$ cat src/hw/rtl/wtst_pkg.sv
// Shared types and constants for the windowed threshold trim core.
`timescale 1ns / 1ps

package wtst_pkg;

   localparam int unsigned SAMPLE_WIDTH = 16;
   localparam int unsigned LEN_WIDTH    = 16;
   localparam int unsigned REQ_DATA_W   = SAMPLE_WIDTH + LEN_WIDTH;
   localparam int unsigned CSR_ADDR_W   = 3;
   localparam int unsigned CSR_DATA_W   = 16;

   localparam logic [7:0] LEAD_OFFSET = 8'd10;

   // Register indexes
   localparam logic [CSR_ADDR_W-1:0] CSR_WIN_LEN       = 3'd0;
   localparam logic [CSR_ADDR_W-1:0] CSR_THRESHOLD     = 3'd1;
   localparam logic [CSR_ADDR_W-1:0] CSR_MIN_HITS      = 3'd2;
   localparam logic [CSR_ADDR_W-1:0] CSR_SAMPLE_CAP    = 3'd3;
   localparam logic [CSR_ADDR_W-1:0] CSR_MAX_TRIM_FRAC = 3'd4;

   typedef struct packed {
      logic [7:0]         win_len;
      logic signed [15:0] threshold;
      logic [7:0]         min_hits;
      logic [15:0]        sample_cap;
      logic [7:0]         max_trim_frac;
   } wtst_cfg_type;

   typedef struct packed {
      logic        emit;
      logic [15:0] trim_point;
      logic        from_window;
   } wtst_res_type;

endpackage

$ cat src/hw/rtl/windowed_threshold_signal_trim_core.sv
// Top level: input register, trim engine, result register and config port.
`timescale 1ns / 1ps
// A word accepted into the input register has any result it produces loaded
//   into the result register when the engine steps on it; a held result delays that.
// Throughput: one word per cycle while results are taken, set by the window state update.
// A result waiting on rsp_tready does not block intake until the input register
//   is also full. Reset is synchronous: registers return to defaults, read state clears.

module windowed_threshold_signal_trim_core (
   input  logic                                 clock,
   input  logic                                 reset,
   input  logic                                 req_tvalid,
   output logic                                 req_tready,
   input  logic [wtst_pkg::REQ_DATA_W-1:0]      req_tdata,  // sample, read_length
   input  logic                                 req_tlast,
   output logic                                 rsp_tvalid,
   input  logic                                 rsp_tready,
   output logic [15:0]                          rsp_tdata,  // trim_point
   output logic                                 rsp_tuser,  // from_window
   input  logic                                 csr_we,
   input  logic [wtst_pkg::CSR_ADDR_W-1:0]      csr_addr,
   input  logic [wtst_pkg::CSR_DATA_W-1:0]      csr_wdata
);
   import wtst_pkg::*;

   wtst_cfg_type cfg;
   wtst_res_type res;

   logic                           in_valid_ff, in_valid_in;
   logic signed [SAMPLE_WIDTH-1:0] in_sample_ff;
   logic [LEN_WIDTH-1:0]           in_len_ff;
   logic                           in_last_ff;

   logic        rsp_valid_ff, rsp_valid_in;
   logic [15:0] rsp_trim_ff;
   logic        rsp_from_win_ff;

   logic out_free;
   logic step;
   logic req_fire;

   assign out_free   = !rsp_valid_ff || rsp_tready;
   assign step       = in_valid_ff && out_free;
   assign req_tready = !in_valid_ff || out_free;
   assign req_fire   = req_tvalid && req_tready;

   wtst_csr u_csr (
      .clock     (clock),
      .reset     (reset),
      .csr_we    (csr_we),
      .csr_addr  (csr_addr),
      .csr_wdata (csr_wdata),
      .cfg       (cfg)
   );

   wtst_engine u_engine (
      .clock       (clock),
      .reset       (reset),
      .step_en     (step),
      .sample      (in_sample_ff),
      .read_length (in_len_ff),
      .last        (in_last_ff),
      .cfg         (cfg),
      .res         (res)
   );

   always_comb begin
      in_valid_in = in_valid_ff;
      if (req_fire) begin
         in_valid_in = 1'b1;
      end else if (step) begin
         in_valid_in = 1'b0;
      end

      rsp_valid_in = rsp_valid_ff;
      if (step) begin
         rsp_valid_in = res.emit;
      end else if (rsp_tready) begin
         rsp_valid_in = 1'b0;
      end
   end

   always_ff @(posedge clock) begin
      if (reset) begin
         in_valid_ff  <= 1'b0;
         rsp_valid_ff <= 1'b0;
      end else begin
         in_valid_ff  <= in_valid_in;
         rsp_valid_ff <= rsp_valid_in;
      end
   end

   always_ff @(posedge clock) begin
      if (req_fire) begin
         in_sample_ff <= $signed(req_tdata[SAMPLE_WIDTH-1:0]);
         in_len_ff    <= req_tdata[REQ_DATA_W-1:SAMPLE_WIDTH];
         in_last_ff   <= req_tlast;
      end
      // Hold the result word until the engine produces the next one
      if (step && res.emit) begin
         rsp_trim_ff     <= res.trim_point;
         rsp_from_win_ff <= res.from_window;
      end
   end

   assign rsp_tvalid = rsp_valid_ff;
   assign rsp_tdata  = rsp_trim_ff;
   assign rsp_tuser  = rsp_from_win_ff;

`ifndef SYNTH
   a_window_past_lead: assert property (@(posedge clock) disable iff (reset)
      rsp_tvalid && rsp_tuser |-> rsp_tdata > 16'(LEAD_OFFSET))
      else $error("window trim not beyond lead offset");

   a_default_is_lead: assert property (@(posedge clock) disable iff (reset)
      rsp_tvalid && !rsp_tuser |-> rsp_tdata == 16'(LEAD_OFFSET))
      else $error("default trim differs from lead offset");

   a_result_from_step: assert property (@(posedge clock) disable iff (reset)
      $rose(rsp_tvalid) |-> $past(step))
      else $error("result word without a processed sample");
`endif

endmodule

$ cat src/hw/rtl/wtst_csr.sv
// Configuration register file for the trim core.
`timescale 1ns / 1ps

module wtst_csr (
   input  logic                                clock,
   input  logic                                reset,
   input  logic                                csr_we,
   input  logic [wtst_pkg::CSR_ADDR_W-1:0]     csr_addr,
   input  logic [wtst_pkg::CSR_DATA_W-1:0]     csr_wdata,
   output wtst_pkg::wtst_cfg_type              cfg
);
   import wtst_pkg::*;

   wtst_cfg_type cfg_ff;
   wtst_cfg_type cfg_in;

   always_comb begin
      cfg_in = cfg_ff;
      if (csr_we) begin
         unique case (csr_addr)
            CSR_WIN_LEN:       cfg_in.win_len       = csr_wdata[7:0];
            CSR_THRESHOLD:     cfg_in.threshold     = $signed(csr_wdata[15:0]);
            CSR_MIN_HITS:      cfg_in.min_hits      = csr_wdata[7:0];
            CSR_SAMPLE_CAP:    cfg_in.sample_cap    = csr_wdata[15:0];
            CSR_MAX_TRIM_FRAC: cfg_in.max_trim_frac = csr_wdata[7:0];
            default: ;
         endcase
      end
   end

   always_ff @(posedge clock) begin
      if (reset) begin
         cfg_ff.win_len       <= 8'd40;
         cfg_ff.threshold     <= 16'sd614;
         cfg_ff.min_hits      <= 8'd3;
         cfg_ff.sample_cap    <= 16'd8000;
         cfg_ff.max_trim_frac <= 8'd77;
      end else begin
         cfg_ff <= cfg_in;
      end
   end

   assign cfg = cfg_ff;

endmodule

$ cat src/hw/rtl/wtst_engine.sv
// Per-read window state and trim decision, one sample per step.
`timescale 1ns / 1ps

module wtst_engine (
   input  logic                                     clock,
   input  logic                                     reset,
   input  logic                                     step_en,
   input  logic signed [wtst_pkg::SAMPLE_WIDTH-1:0] sample,
   input  logic [wtst_pkg::LEN_WIDTH-1:0]           read_length,
   input  logic                                     last,
   input  wtst_pkg::wtst_cfg_type                   cfg,
   output wtst_pkg::wtst_res_type                   res
);
   import wtst_pkg::*;

   logic [15:0] sample_index_ff, sample_index_in;
   logic [7:0]  window_pos_ff,   window_pos_in;
   logic [15:0] windows_done_ff, windows_done_in;
   logic [7:0]  above_count_ff,  above_count_in;
   logic        peak_seen_ff,    peak_seen_in;
   logic        decided_ff,      decided_in;

   logic        above;
   logic [15:0] sample_limit;
   logic [23:0] done_span;
   logic [24:0] win_hi;
   logic [25:0] end_pt;
   logic [23:0] trim_lim;
   logic        active;
   logic        too_far;
   logic        now;

   assign above        = sample > cfg.threshold;
   assign sample_limit = (cfg.sample_cap < read_length) ? cfg.sample_cap : read_length;

   // Window k is examined while (k+1)*window length still fits in the capped count
   assign done_span = 24'(windows_done_ff) * 24'(cfg.win_len);
   assign win_hi    = 25'(done_span) + 25'(cfg.win_len);
   assign end_pt    = 26'(win_hi) + 26'(LEAD_OFFSET);
   assign trim_lim  = 24'(cfg.max_trim_frac) * 24'(read_length);

   assign active  = (sample_index_ff >= 16'(LEAD_OFFSET)) && (cfg.win_len != 8'd0)
                    && (win_hi <= 25'(sample_limit));
   assign too_far = (end_pt >= 26'(sample_limit)) || ({end_pt, 8'd0} >= 34'(trim_lim));

   always_comb begin
      sample_index_in  = sample_index_ff;
      window_pos_in    = window_pos_ff;
      windows_done_in  = windows_done_ff;
      above_count_in   = above_count_ff;
      peak_seen_in     = peak_seen_ff;
      decided_in       = decided_ff;
      now              = 1'b0;
      res.emit         = 1'b0;
      res.trim_point   = 16'(LEAD_OFFSET);
      res.from_window  = 1'b0;

      if (!decided_ff) begin
         if (active) begin
            if (above) begin
               above_count_in = above_count_ff + 8'd1;
            end
            window_pos_in = window_pos_ff + 8'd1;
            if ((window_pos_in >= cfg.win_len) || last) begin
               if ((above_count_in > cfg.min_hits) || peak_seen_ff) begin
                  peak_seen_in = 1'b1;
                  now          = !above;
               end
               if (!now) begin
                  windows_done_in = windows_done_ff + 16'd1;
                  window_pos_in   = 8'd0;
                  above_count_in  = 8'd0;
               end
            end
         end

         if (sample_index_ff != 16'hFFFF) begin
            sample_index_in = sample_index_ff + 16'd1;
         end

         if (now || last) begin
            res.emit = 1'b1;
            if (now && !too_far) begin
               res.trim_point  = end_pt[15:0];
               res.from_window = 1'b1;
            end
            decided_in = 1'b1;
         end
      end

      // Drop all read state at the end of the read
      if (last) begin
         sample_index_in = 16'd0;
         window_pos_in   = 8'd0;
         windows_done_in = 16'd0;
         above_count_in  = 8'd0;
         peak_seen_in    = 1'b0;
         decided_in      = 1'b0;
      end
   end

   always_ff @(posedge clock) begin
      if (reset) begin
         sample_index_ff <= 16'd0;
         window_pos_ff   <= 8'd0;
         windows_done_ff <= 16'd0;
         above_count_ff  <= 8'd0;
         peak_seen_ff    <= 1'b0;
         decided_ff      <= 1'b0;
      end else if (step_en) begin
         sample_index_ff <= sample_index_in;
         window_pos_ff   <= window_pos_in;
         windows_done_ff <= windows_done_in;
         above_count_ff  <= above_count_in;
         peak_seen_ff    <= peak_seen_in;
         decided_ff      <= decided_in;
      end
   end

`ifndef SYNTH
   a_last_clears: assert property (@(posedge clock) disable iff (reset)
      step_en && last |=> (sample_index_ff == 16'd0) && !decided_ff
                          && (windows_done_ff == 16'd0) && !peak_seen_ff)
      else $error("read state not cleared after last word");

   a_one_result: assert property (@(posedge clock) disable iff (reset)
      decided_ff |-> !res.emit)
      else $error("second result for one read");

   a_window_implies_peak: assert property (@(posedge clock) disable iff (reset)
      step_en && res.from_window |=> peak_seen_ff || $past(last))
      else $error("window trim chosen without a peak");
`endif

endmodule

$ cat config.mk
export PLATFORM = sky130hd
export DESIGN_NAME = windowed_threshold_signal_trim_core
export DESIGN_NICKNAME = d
export VERILOG_FILES = /design/src/hw/rtl/wtst_pkg.sv /design/src/hw/rtl/windowed_threshold_signal_trim_core.sv /design/src/hw/rtl/wtst_csr.sv /design/src/hw/rtl/wtst_engine.sv
export SDC_FILE = /design/constraint.sdc
export NUM_CORES = 1
export LEC_CHECK = 0
export BUFFER_PORTS_ARGS = -buffer_cell sky130_fd_sc_hd__buf_2
export CAP_MARGIN = 20
export CORE_MARGIN = 2
export CORE_UTILIZATION = 60
export DETAILED_ROUTE_END_ITERATION = 6
export HOLD_SLACK_MARGIN = 0.06
export PLACE_DENSITY_LB_ADDON = 0.08
export SETUP_SLACK_MARGIN = 0.3
export SLEW_MARGIN = 20
export SYNTH_ARGS = -nofsm -noshare
export SYNTH_HDL_FRONTEND = slang
export SYNTH_SLANG_ARGS = --single-unit
$ cat constraint.sdc
create_clock -name clock -period 23.9 [get_ports clock]
set_input_delay 1.195 -clock clock [delete_from_list [all_inputs] [get_ports clock]]
set_output_delay 1.195 -clock clock [all_outputs]
set_load 0.05 [all_outputs]
# After elaboration in Yosys (flattened, before gate mapping)
# Cells that the tools add are included.
op_classes:
  magnitude_cmp: 8
  mul: 2
  reduce_logical: 35
  n_addsub: 6
  n_eq_ne: 7
  n_bitwise: 2
  mux: 44
op_table:
  columns: ["operator", "count"]
  rows:
  - ["16-bit 2-to-1 mux", 9]
  - ["8-bit 2-to-1 mux", 13]
  - ["18-bit 2-to-1 mux", 2]
  - ["34-bit by 24-bit >= comparator with 1-bit output", 1]
  - ["16-bit by 1-bit adder with 16-bit output (second input constant)", 2]
  - ["25-bit by 4-bit adder with 26-bit output (second input constant)", 1]
  - ["26-bit by 16-bit >= comparator with 1-bit output", 1]
  - ["24-bit by 8-bit adder with 25-bit output", 1]
  - ["25-bit by 16-bit <= comparator with 1-bit output", 1]
  - ["16-bit by 8-bit multiplier with 24-bit output", 1]
  - ["8-bit by 16-bit multiplier with 24-bit output", 1]
  - ["1-bit 2-to-1 mux", 19]
  - ["17-bit 2-to-1 mux", 1]
  - ["8-bit by 1-bit adder with 8-bit output (second input constant)", 2]
  - ["16-bit by 4-bit >= comparator with 1-bit output (second input constant)", 1]
  - ["16-bit greater-than comparator", 1]
  - ["16-bit less-than comparator", 1]
  - ["16-bit != test (second input constant)", 1]
  - ["2-bit nonzero test", 6]
  - ["2-bit AND reduction", 5]
  - ["5-bit AND reduction", 2]
  - ["8-bit >= comparator", 1]
  - ["8-bit greater-than comparator", 1]
  - ["8-bit nonzero test", 1]
  - ["12 further kinds", 29]
totals:
  wordCells: 122
  regBits: 158
  inputBits: 57
  output_inout_bits: 19

# Logic depth before layout (Yosys ltp)
# Gate-level depths: netlist (run 1).
logic_depth:
  ltp_word: 20
  mapped_depth: 32
  depth_no_buf: 29

# Cells and area by module
# Synthesis (run 1) repeated with hierarchy kept, for this count alone.
hier_totals:
  cells_unflattened: 1990
  area_unflattened_um2: 17842.1
by_module_without_submodules:
  columns: ["module", "area_per_inst_um2", "cells_per_inst", "instances", "seq_area_each_um2"]
  rows:
  - ["wtst_engine", 13947.1, 1710, 1, 1001.0]
  - ["wtst_csr", 2290.9, 219, 1, 1121.1]
  - ["windowed_threshold_signal_trim_core", 1604.0, 61, 1, 1541.5]

# Worst setup path before layout (run 1)
# Ideal clock, no wire load.
synth_path:
  path_kind: "reg-to-reg"
  start: "reg u_csr.cfg_ff (netlist bit u_csr.cfg[48])"
  end: "reg rsp_trim_ff[0] (netlist: rsp_tdata[0]), enable pin"
  path_stages_with_launch: 26
  path_slack_ns: 16.146
  t_required_ns: 23.487
  synth_period_minus_slack_ns: 7.754
  n_path_buf: 2
  setup_time_ns: 0.413
  t_arrival_ns: 7.341
  cell_sequence: "dfxtp_1 clkbuf_1 clkbuf_1 nand2_1 fa_1 inv_1 fa_1 ha_1 inv_1 fa_1 inv_1 ha_1 a211o_1 a211oi_2 o21bai_1 a2111o_1 nand3_1 ha_1 a2111oi_0 o21ai_0 o311ai_0 nand4_1 nand4bb_4 nor3_1 nor2_1 nor3_1"
synth_between:
  elab_chain_cells: 10
  word_cells_on_any_way: 15
  cone_classes: "add/sub: 1; mul: 1; order compare: 2; mux: 5; reduce/logical: 6"
synth_rtl:
  columns: ["item", "line", "rtl"]
  rows:
  - ["from (decl)", "wtst_csr.sv:14", "wtst_cfg_type cfg_ff;"]
  - ["from (signal assigned)", "wtst_csr.sv:39", "cfg_ff <= cfg_in;"]
  - ["16-bit by 8-bit multiplier with 24-bit output", "wtst_engine.sv:37", "assign done_span = 24'(windows_done_ff) * 24'(cfg.win_len);"]
  - ["24-bit by 8-bit adder with 25-bit output", "wtst_engine.sv:38", "assign win_hi = 25'(done_span) + 25'(cfg.win_len);"]
  - ["25-bit by 16-bit <= comparator with 1-bit output", "wtst_engine.sv:43", "&& (win_hi <= 25'(sample_limit));"]
  - ["1-bit logical AND", "wtst_engine.sv:43", null]
  - ["1-bit 2-to-1 mux *", "wtst_engine.sv:59", "if (active) begin"]
  - ["1-bit 2-to-1 mux *", "wtst_engine.sv:58", "if (!decided_ff) begin"]
  - ["1-bit logical OR *", "wtst_engine.sv:81", "if (now || last) begin"]
  - ["18-bit 2-to-1 mux *", "wtst_engine.sv:81", null]
  - ["18-bit 2-to-1 mux *", "wtst_engine.sv:58", null]
  - ["1-bit logical AND *", "windowed_threshold_signal_trim_core.sv:100", "if (step && res.emit) begin"]
  - ["to (signal assigned)", "windowed_threshold_signal_trim_core.sv:101", "rsp_trim_ff <= res.trim_point;"]
  - ["to (decl)", "windowed_threshold_signal_trim_core.sv:35", "logic [15:0] rsp_trim_ff;"]
# Every way passes the cells marked *; elsewhere a longest branch is shown, timed or not. The select of a mux whose other input is x is not followed.
# A chain may end at the register's enable or synchronous reset.

# Worst setup path in the final report (run 1)
layout_path:
  start: "reg u_csr.cfg_ff (netlist bit u_csr.cfg[53])"
  end: "reg rsp_trim_ff[1] (netlist: rsp_tdata[1]) (data pin)"
layout_between:
  elab_chain_cells: 9
  word_cells_on_any_way: 21
  cone_classes: "add/sub: 2; mul: 1; order compare: 4; mux: 3; bitwise: 2; reduce/logical: 9"
layout_rtl:
  columns: ["item", "line", "rtl"]
  rows:
  - ["16-bit by 8-bit multiplier with 24-bit output", "wtst_engine.sv:37", null]
  - ["24-bit by 8-bit adder with 25-bit output *", "wtst_engine.sv:38", null]
  - ["25-bit by 4-bit adder with 26-bit output *", "wtst_engine.sv:39", "assign end_pt = 26'(win_hi) + 26'(LEAD_OFFSET);"]
  - ["net u_engine.end_pt[15]", "wtst_engine.sv:27", "logic [25:0] end_pt;"]
  - ["34-bit by 24-bit >= comparator with 1-bit output or 26-bit by 16-bit >= comparator with 1-bit output (tied branches)", "wtst_engine.sv:44", "assign too_far = (end_pt >= 26'(sample_limit)) || ({end_pt, 8'd0} >= 34'(trim_lim));"]
  - ["1-bit logical OR *", "wtst_engine.sv:44", null]
  - ["1-bit logical NOT *", "wtst_engine.sv:83", "if (now && !too_far) begin"]
  - ["1-bit logical AND *", "wtst_engine.sv:83", null]
  - ["1-bit NOT (no source line) *", null, null]
  - ["3-bit OR reduction (no source line) *", null, null]
# Mark *: on every way through the listed nets, which the timed path passes. The rest lies on a longest branch. The select of a mux whose other input is x is not followed.

==> impl_metrics.yaml, run 1 <==
run_status:
  status: "finished clean"
timing:
  clock_skew_ps: 17.3
  drv_slew: 0
  hold_viol_final: 0
  setup_viol: 0
  fin_crit_ps: 8240
  fin_crit_sh_pct: 34.5
  rsz0062_at_grt: "false"
  timing.fmax_mhz: 121
  slew_headroom_pct: 28.2
  tightest_slew_ps: 1080
  tns_ps: 0
setup_path:
  critPathCapture: "rsp_tdata[1]"
  cp.required_ps: 24100
  cp.depth: 26
  crit_start: "u_csr.cfg[53]"
  start_kind: "flop"
  worstReg2RegEnd: "rsp_tdata[1]"
  reg2reg_slack_ps: 15660
  crit_family: "adder cells"
  crit_slowest_cell: "dfxtp_1"
  timing.rr.start: "u_csr.cfg[53]"
  r2r_cells: 26
  endpoint_kind: "flop"
  max_stage_delay_ps: 710
  cp_max_fo: 17
  path_buf_inv: 3
  crit_type: "flop to flop"
  cp.arrival_ps: 8430
  cp_common_cell: "fa_1"
detailed_routing:
  via_count: 14100
  wl_mm: 43.7
  antenna_left: 0
  routedWlPerCell_um: 17.8
  first_iter_violations: 995
  vias_per_cell: 5.75
  post-route-drc-count: 0
  first_pass_iters: 5
clock_tree:
  cts_resized: 0
  clock_path_buffers: 2
  postCtsSetupRepairBufs: 0
  cts_hold_buf: 0
  worstSkewPairLatency_ps: 450
  cts_root_buf: "clkbuf_16"
  clk_pin_slew_ps: 80
  numCtsBuffers: 17
  cts_max_level: 4
  tritoncts: "done"
  cts_sinks: 158
final_layout:
  nets: 2490
  layout-drive-gt1-share_pct: 7.25
  fin_cells: 2454
  areaGrowthSynthToFinish_pct: 6.89
  antenna_cells: 0
floorplan:
  die_area_um2: 30800
  die_h_um: 176
  fp-row-count: 62
  die_w_um: 176
  core_area_um2: 28900
  io_pins: 76
  start_util_pct: 61.2
grt:
  grt_pass1_wl_mm: 72.0
  grt_use_total_pct: 29.6
  grt_pass1_vias: 14200
  antenna_found_initial: 1
  grt_max_degree: 85
  gr-total-overflow: 0
placed_design:
  dpl.hpwl_mm: 34.4
  routabilityCongestion: 0.937
  dp_cells: 2421
  portBuffers: 75
synthesis:
  synth_most_common_cell: "inv_1"
  postSynthAreaPerCell_um2: 8.65
  synth_top_cell_by_area: "fa_1"
  synthTopCellsByCount: "289 x inv_1, 281 x nand2_1, 200 x ha_1"
  synthDistinctLibCells: 74
  synth_top_flop_cell: "dfxtp_1"
  netlist_area_um2: 17700
  synth_warnings: 0
  synth_top_area_share_pct: 20.0
  synthArstFlopShare_pct: 0
  yosysSeqAreaShare_pct: 20.7
  ys_seq_elements: 158
  syn_inst: 2041
  synth-edff-count: 50
  synthTopCellsByArea: "fa_1 20%, ha_1 14%, dfxtp_1 12%"
  syn-num-nets: 2474
power:
  leakagePower_nw: 8.87
  cellPowerDensity_nw_per_um2: 49.1
  irDropWorstVdd_mv: 0.0460
min_path:
  hp-class: "flop to flop"
run:
  drv_cap: 0
-- cell usage in the layout (no fill, tap or decap), types with 8 or more instances in the layout --
cell	synthesis	routed
inv_1	289	289
nand2_1	281	281
ha_1	200	200
fa_1	176	176
and2_1	112	112
dfxtp_1	108	108
a21oi_1	107	106
nor2_1	102	102
buf_2	6	75
edfxtp_1	50	50
o21ai_0	49	49
xnor2_1	34	34
a21o_1	33	33
nor2b_1	33	33
nand3_1	32	32
xor2_1	32	32
nand4_1	31	31
mux2i_1	26	26
nand2b_1	18	18
a211oi_1	17	17
clkbuf_16	0	17
nor3_1	17	16
nor4_1	15	15
nand3b_1	15	15
o31ai_1	14	14
a211o_1	13	13
o21a_1	10	10
and3_1	10	10
a31oi_1	10	10
or3_1	10	10
buf_4	0	9
or2_2	8	8
o21bai_1	9	8
or4_1	8	8
-- cells by family (layout without fill, tap and decap cells) --
family / count (synthesis) / after routing / share of synthesized area (%)
AND/OR/NAND/NOR: 717 / 717 / 20.3
buffers and inverters: 377 / 406 / 8.11
adder cells (fa/ha/maj): 376 / 376 / 34.1
AO/OA/AOI/OAI: 319 / 319 / 11.8
flip-flops: 158 / 158 / 20.7
XOR/XNOR: 66 / 66 / 3.27
multiplexers: 28 / 28 / 1.60
-- per-layer routing --
layer,up-vias,global-route usage (%),part of all wire [%]
met2,455,47.6,45
li1,6772,-,-
met4,0,8.37,2.2
met3,58,8.27,9.0
met1,6824,39.3,44
met5,-,0,0
-- where the power goes --
group          switching, mW  leakage, nW  internal, mW
logic                  0.195         7.22         0.154
registers             0.0124         1.35         0.283
clock network          0.138        0.297         0.143
total                  0.346         8.87         0.580
-- layout make-up --
class                      count  area [um^2]
multi-input combinational   1506        12600
fill                        2499         9980
sequential                   158         3660
inverter                     289         1080
tap                          384          480
timing repair buffer          85          458
clock buffer                  17          425
clock inverter                15          181
-- registers in the layout, summed over array words and instances (netlist names) --
name	flops
u_engine.window_pos_ff	8
u_engine.sample_index_ff	16
rsp_tuser	1
in_len_ff	16
in_sample_ff	16
u_engine.decided_ff	1
u_csr.cfg	56
u_engine.above_count_ff	8
u_engine.windows_done_ff	16
rsp_tdata	16
rsp_tvalid	1
in_last_ff	1
in_valid_ff	1
u_engine.peak_seen_ff	1
-- worst min-delay path by stage --
stage,startpoint,endpoint,slack [ps],cells past startpoint
floorplan,u_csr.cfg[35],u_csr.cfg[35],440,2
global placement,u_csr.cfg[47],u_csr.cfg[47],450,2
detailed placement,u_csr.cfg[36],u_csr.cfg[36],450,2
CTS,u_csr.cfg[36],u_csr.cfg[36],460,2
global route,u_csr.cfg[35],u_csr.cfg[35],490,2
finish,u_csr.cfg[36],u_csr.cfg[36],460,2
-- stage by stage --
stage	hold slack (ps)	worst slack [ps]	instance area, um^2	utilization (%)	total power, mW
after CTS	463	15600	18900	65.3	0.931
after floorplan	436	16150	17700	-	0.568
after detailed placement	452	15600	18200	63.2	0.647
final	460	15660	18900	65.4	0.926
after global placement	446	15870	18200	63.2	0.636
after global routing	487	15160	18900	65.4	0.991
-- tightest hold or removal path: cells and delay by family, from the launching register on --
kind | cells | cell delay (ps)
simple gates | 1 | 50
flops | 1 | 310
compound gates | 1 | 50
Note: power is estimated with default switching activity, not from simulation.
==> inputs of run 2 (changes only) <==
Clock period 23.9 ns to 8.4 ns, I/O delays scaled along.
==> run 2 against run 1 <==
Effect of this change:
- routed wire length up 1.2%
- sequential cell count stayed put
- design area up 0.54%
- count of clock-buffer cells in the layout stayed put
- register-to-register slack lost 15000 ps
- via count is 1.3% higher
- sequential power rose to 2.8 times the previous value
- setup slack lost 15000 ps
- clock power rose to 2.9 times the previous value
- die area did not move
- largest cell class unchanged
==> impl_metrics.yaml, run 2 (synthesis gave the netlist of run 1 again) <==
run:
  drv_cap: 0
detailed_routing:
  wl_mm: 44.2
  first_iter_violations: 956
  antenna_left: 0
  first_pass_iters: 6
  via_count: 14300
  vias_per_cell: 5.80
  routedWlPerCell_um: 17.9
  post-route-drc-count: 0
timing:
  rsz0062_at_grt: "true"
  fin_crit_sh_pct: 91.8
  clock_skew_ps: 18.7
  tightest_slew_ps: 1100
  slew_headroom_pct: 26.5
  drv_slew: 0
  setup_viol: 0
  hold_viol_final: 0
  timing.fmax_mhz: 130
  fin_crit_ps: 7720
  tns_ps: 0
setup_path:
  cp.required_ps: 8760
  crit_start: "u_csr.cfg[53]"
  crit_type: "flop to flop"
  critPathCapture: "u_engine.windows_done_ff[8]"
  endpoint_kind: "flop"
  r2r_cells: 23
  cp.arrival_ps: 8080
  cp_max_fo: 27
  worstReg2RegEnd: "u_engine.windows_done_ff[8]"
  reg2reg_slack_ps: 680
  timing.rr.start: "u_csr.cfg[53]"
  start_kind: "flop"
placed_design:
  placed_cell_area_um2: 18300
  dpl.hpwl_mm: 34.8
  routabilityCongestion: 0.939
  portBuffers: 75
final_layout:
  layout_commonest_cell: "inv_1"
  mostFrequentLayoutCells: "289 x inv_1, 281 x nand2_1, 200 x ha_1, 176 x fa_1, 112 x and2_1"
  utilization_pct: 65.8
  nets: 2501
  layout-drive-gt1-share_pct: 8.12
  areaGrowthSynthToFinish_pct: 7.48
  largest_reg_flops: 56
  fin_area_um2: 19000
  antenna_cells: 0
clock_tree:
  cts_hold_buf: 0
  postCtsSetupRepairBufs: 0
  clk_pin_slew_ps: 80
  cts_resized: 1
  numCtsBuffers: 17
  clock_path_buffers: 2
  worstSkewPairLatency_ps: 450
  cts_max_level: 4
  cts_sinks: 158
  cts_root_buf: "clkbuf_16"
  tritoncts: "done"
floorplan:
  die_w_um: 176
  die_area_um2: 30800
  die_h_um: 176
  fp-row-count: 62
  core_area_um2: 28900
  start_util_pct: 61.2
  io_pins: 76
min_path:
  hp-class: "input port to flop"
grt:
  grt_use_total_pct: 29.4
  antenna_found_initial: 0
  grt_pass1_vias: 14100
  grt_max_degree: 85
  gr-total-overflow: 0
  grt_pass1_wl_mm: 71.4
run_status:
  status: "finished clean"
power:
  cellPowerDensity_nw_per_um2: 139
  irDropWorstVdd_mv: 0.141
  p_total_mw: 2.63
  leakagePower_nw: 8.93
-- run 2: worst min-delay path by stage --
stage / end / start / cells after the start
floorplan: u_csr.cfg[35] / u_csr.cfg[35] / 2
global route: in_sample_ff[11] / req_tdata[11] / 1
global placement: u_csr.cfg[39] / u_csr.cfg[39] / 2
detailed placement: u_csr.cfg[36] / u_csr.cfg[36] / 2
finish: in_sample_ff[7] / req_tdata[7] / 1
CTS: in_sample_ff[11] / req_tdata[11] / 1
-- run 2: layout make-up --
cell class	count	area, um^2
multi-input cells	1506	12600
fillers	2500	9880
flip-flops and latches	158	3670
inverters	289	1080
repair buffers	96	533
well taps	384	480
clock buffers	17	425
clock inverters	15	179
-- run 2: critical path: stages, from the launching register on --
cell	delay, ps
dfxtp_1	650
inv_1	270
fa_1	580
inv_1	60
fa_1	460
ha_1	290
inv_1	50
fa_1	530
inv_1	40
ha_1	340
o21a_1	240
a211oi_2	310
o21bai_1	170
a2111o_1	430
nand3_1	210
ha_1	310
a2111oi_0	390
o21ai_0	140
o311ai_1	520
nand4_1	160
nand4bb_4	270
o21a_2	440
or4_1	570
a21oi_1	190
-- run 2: where the power goes --
part	switching (mW)	internal (mW)	leakage, nW
sequential	0.0301	0.806	1.36
clock	0.398	0.405	0.288
combinational	0.555	0.440	7.29
total	0.983	1.65	8.93
-- run 2: metrics by stage --
step           worst slack (ps)  std cells  hold slack (ps)
5_1_grt                     214       2465              125
2_1_floorplan               646       2041              436
4_1_cts                     401       2465              128
3_3_place_gp                530       2433              445
3_5_place_dp                287       2433              452
6_report                    685       2465              143
-- run 2: per-layer routing --
layer / track usage, % / share of wire, % / up-vias / wire [um]
met5: 3.04 / 0.28 / - / 126
met2: 46.2 / 44 / 462 / 19500
met4: 7.27 / 2.0 / 2 / 878
met1: 41.1 / 45 / 6948 / 20000
met3: 6.93 / 8.3 / 77 / 3660
li1: - / - / 6810 / -
==> inputs of run 3 (changes only) <==
Settings changed: PLACE_DENSITY set to 0.89, PLACE_DENSITY_LB_ADDON 0.08 to unset, RECOVER_POWER set to 25.
==> run 3 against run 2 <==
Effect of this change:
- the flow now finishes with violations (capacitance limit, slew limit)
- routed wire length grew 3.5%
- design area is essentially flat
- clock power shrank 2%
- hold slack gained 21 ps
- highest routed layer is now met4
- sequential cell count is the same
- total power grew 0.27%
- largest cell class unchanged
- critical path depth grew 4
- first-iteration DRC count grew 46%
- non-clock buffer count grew 1
==> impl_metrics.yaml, run 3 (synthesis gave the netlist of run 1 again) <==
run_status:
  status: "finished, violations left"
  violations: "capacitance limit, slew limit"
grt:
  grt_pass1_wl_mm: 74.1
  grt_pass1_vias: 15300
  antenna_found_initial: 0
  gr-total-overflow: 0
  grt_max_degree: 85
  grt_use_total_pct: 29.9
clock_tree:
  numCtsBuffers: 17
  clock_path_buffers: 2
  tritoncts: "done"
  clk_pin_slew_ps: 70
  cts_hold_buf: 0
  worstSkewPairLatency_ps: 430
  cts_root_buf: "clkbuf_16"
  cts_sinks: 158
  cts_max_level: 4
detailed_routing:
  first_iter_violations: 1400
  post-route-drc-count: 0
  vias_per_cell: 6.03
  routedWlPerCell_um: 18.6
  via_count: 14900
  antenna_left: 0
  wl_mm: 45.8
  first_pass_iters: 5
timing:
  drv_slew: 85
  timing.fmax_mhz: 128
  tns_ps: 0
  fin_crit_ps: 7820
  clock_skew_ps: 19.0
  rsz0062_at_grt: "true"
  hold_viol_final: 0
  slew_headroom_pct: -147
  fin_crit_sh_pct: 93.1
  setup_viol: 0
  tightest_slew_ps: 3710
min_path:
  min_from: "req_tdata[14]"
  hp-class: "input port to flop"
  worstHoldEndpoint: "in_sample_ff[14]"
  hold_path_depth: 1
final_layout:
  fin_cells: 2466
  antenna_cells: 0
  layout-drive-gt1-share_pct: 8.02
  fillers: 2212
  layout_commonest_cell: "inv_1"
  areaGrowthSynthToFinish_pct: 7.45
  largest_reg_flops: 56
  nets: 2502
  mostFrequentLayoutCells: "289 x inv_1, 281 x nand2_1, 200 x ha_1, 176 x fa_1, 112 x and2_1"
setup_path:
  path_buf_inv: 5
  crit_family: "adder cells"
  cp.arrival_ps: 7990
  crit_slowest_cell: "dfxtp_1"
  cp.required_ps: 8570
  endpoint_kind: "flop"
  reg2reg_slack_ps: 580
  crit_start: "u_csr.cfg[55]"
  crit_type: "flop to flop"
  r2r_cells: 27
  max_stage_delay_ps: 680
  worstReg2RegEnd: "rsp_tdata[1]"
  timing.rr.start: "u_csr.cfg[55]"
  start_kind: "flop"
  cp_max_fo: 17
power:
  irDropWorstVdd_mv: 0.122
  leakagePower_nw: 8.93
  cellPowerDensity_nw_per_um2: 139
floorplan:
  fp-row-count: 62
  die_w_um: 176
  start_util_pct: 61.2
  die_h_um: 176
  die_area_um2: 30800
  io_pins: 76
  core_area_um2: 28900
run:
  drv_cap: 1
placed_design:
  routabilityCongestion: 0.938
  dpl.hpwl_mm: 34.7
  dp_cells: 2427
  portBuffers: 75
[run 3: cell types whose count changed in the layout (fill, tap and decap cells not counted), moves of 2 or more]
| cell | change |
|---|---|
| clkbuf_1 | +2 |
| clkinv_4 | +2 |
| clkinvlp_4 | -2 |
| inv_12 | -2 |
[run 3: how the worst max path moves through the flow]
| stage | slack, ps | depth (start not counted) | endpoint |
|---|---|---|---|
| floorplan | 650 | 25 | rsp_tdata[0] |
| global placement | 760 | 23 | rsp_tdata[1] |
| detailed placement | 380 | 23 | rsp_tdata[1] |
| CTS | 340 | 23 | rsp_tdata[1] |
| global route | 260 | 27 | rsp_tdata[1] |
| finish | 580 | 27 | rsp_tdata[1] |
[run 3: layout make-up]
type	instances	area, um^2	share of cell area, %
Tap cell	384	480	2.53
Inverter	289	1080	5.72
Sequential cell	158	3670	19.3
Multi-Input combinational cell	1506	12600	66.5
Clock buffer	17	425	2.24
Timing Repair Buffer	97	536	2.82
Clock inverter	15	168	0.884
[run 3: layer usage]
layer / track usage (%) / vias to the layer above / share of wire (%)
met1: 36.8 / 7175 / 39
li1: - / 6802 / -
met3: 6.65 / 144 / 9.0
met4: 12.6 / 0 / 3.9
met5: 0 / - / 0
met2: 50.8 / 749 / 48
[run 3: what timing repair did]
item                       4_1_cts  5_1_grt
setup endpoints to repair        0       66
gates resized for setup          0        9
buffers inserted                 0        7
[run 3: power by group]
| part | internal [mW] | switching (mW) |
|---|---|---|
| clock network | 0.401 | 0.384 |
| registers | 0.806 | 0.0322 |
| logic | 0.446 | 0.572 |
| total | 1.65 | 0.988 |
[run 3: metrics by stage]
stage / hold slack [ps] / area [um^2] / power [mW] / util [%] / worst slack (ps)
finish: 163 / 19000 / 2.64 / 65.8 / 583
global route: 140 / 19000 / 2.81 / 65.8 / 256
CTS: 148 / 18900 / 2.63 / 65.5 / 343
detailed placement: 451 / 18300 / 1.85 / 63.4 / 382
global placement: 443 / 18300 / 1.80 / 63.4 / 757
floorplan: 436 / 17700 / 1.62 / - / 646
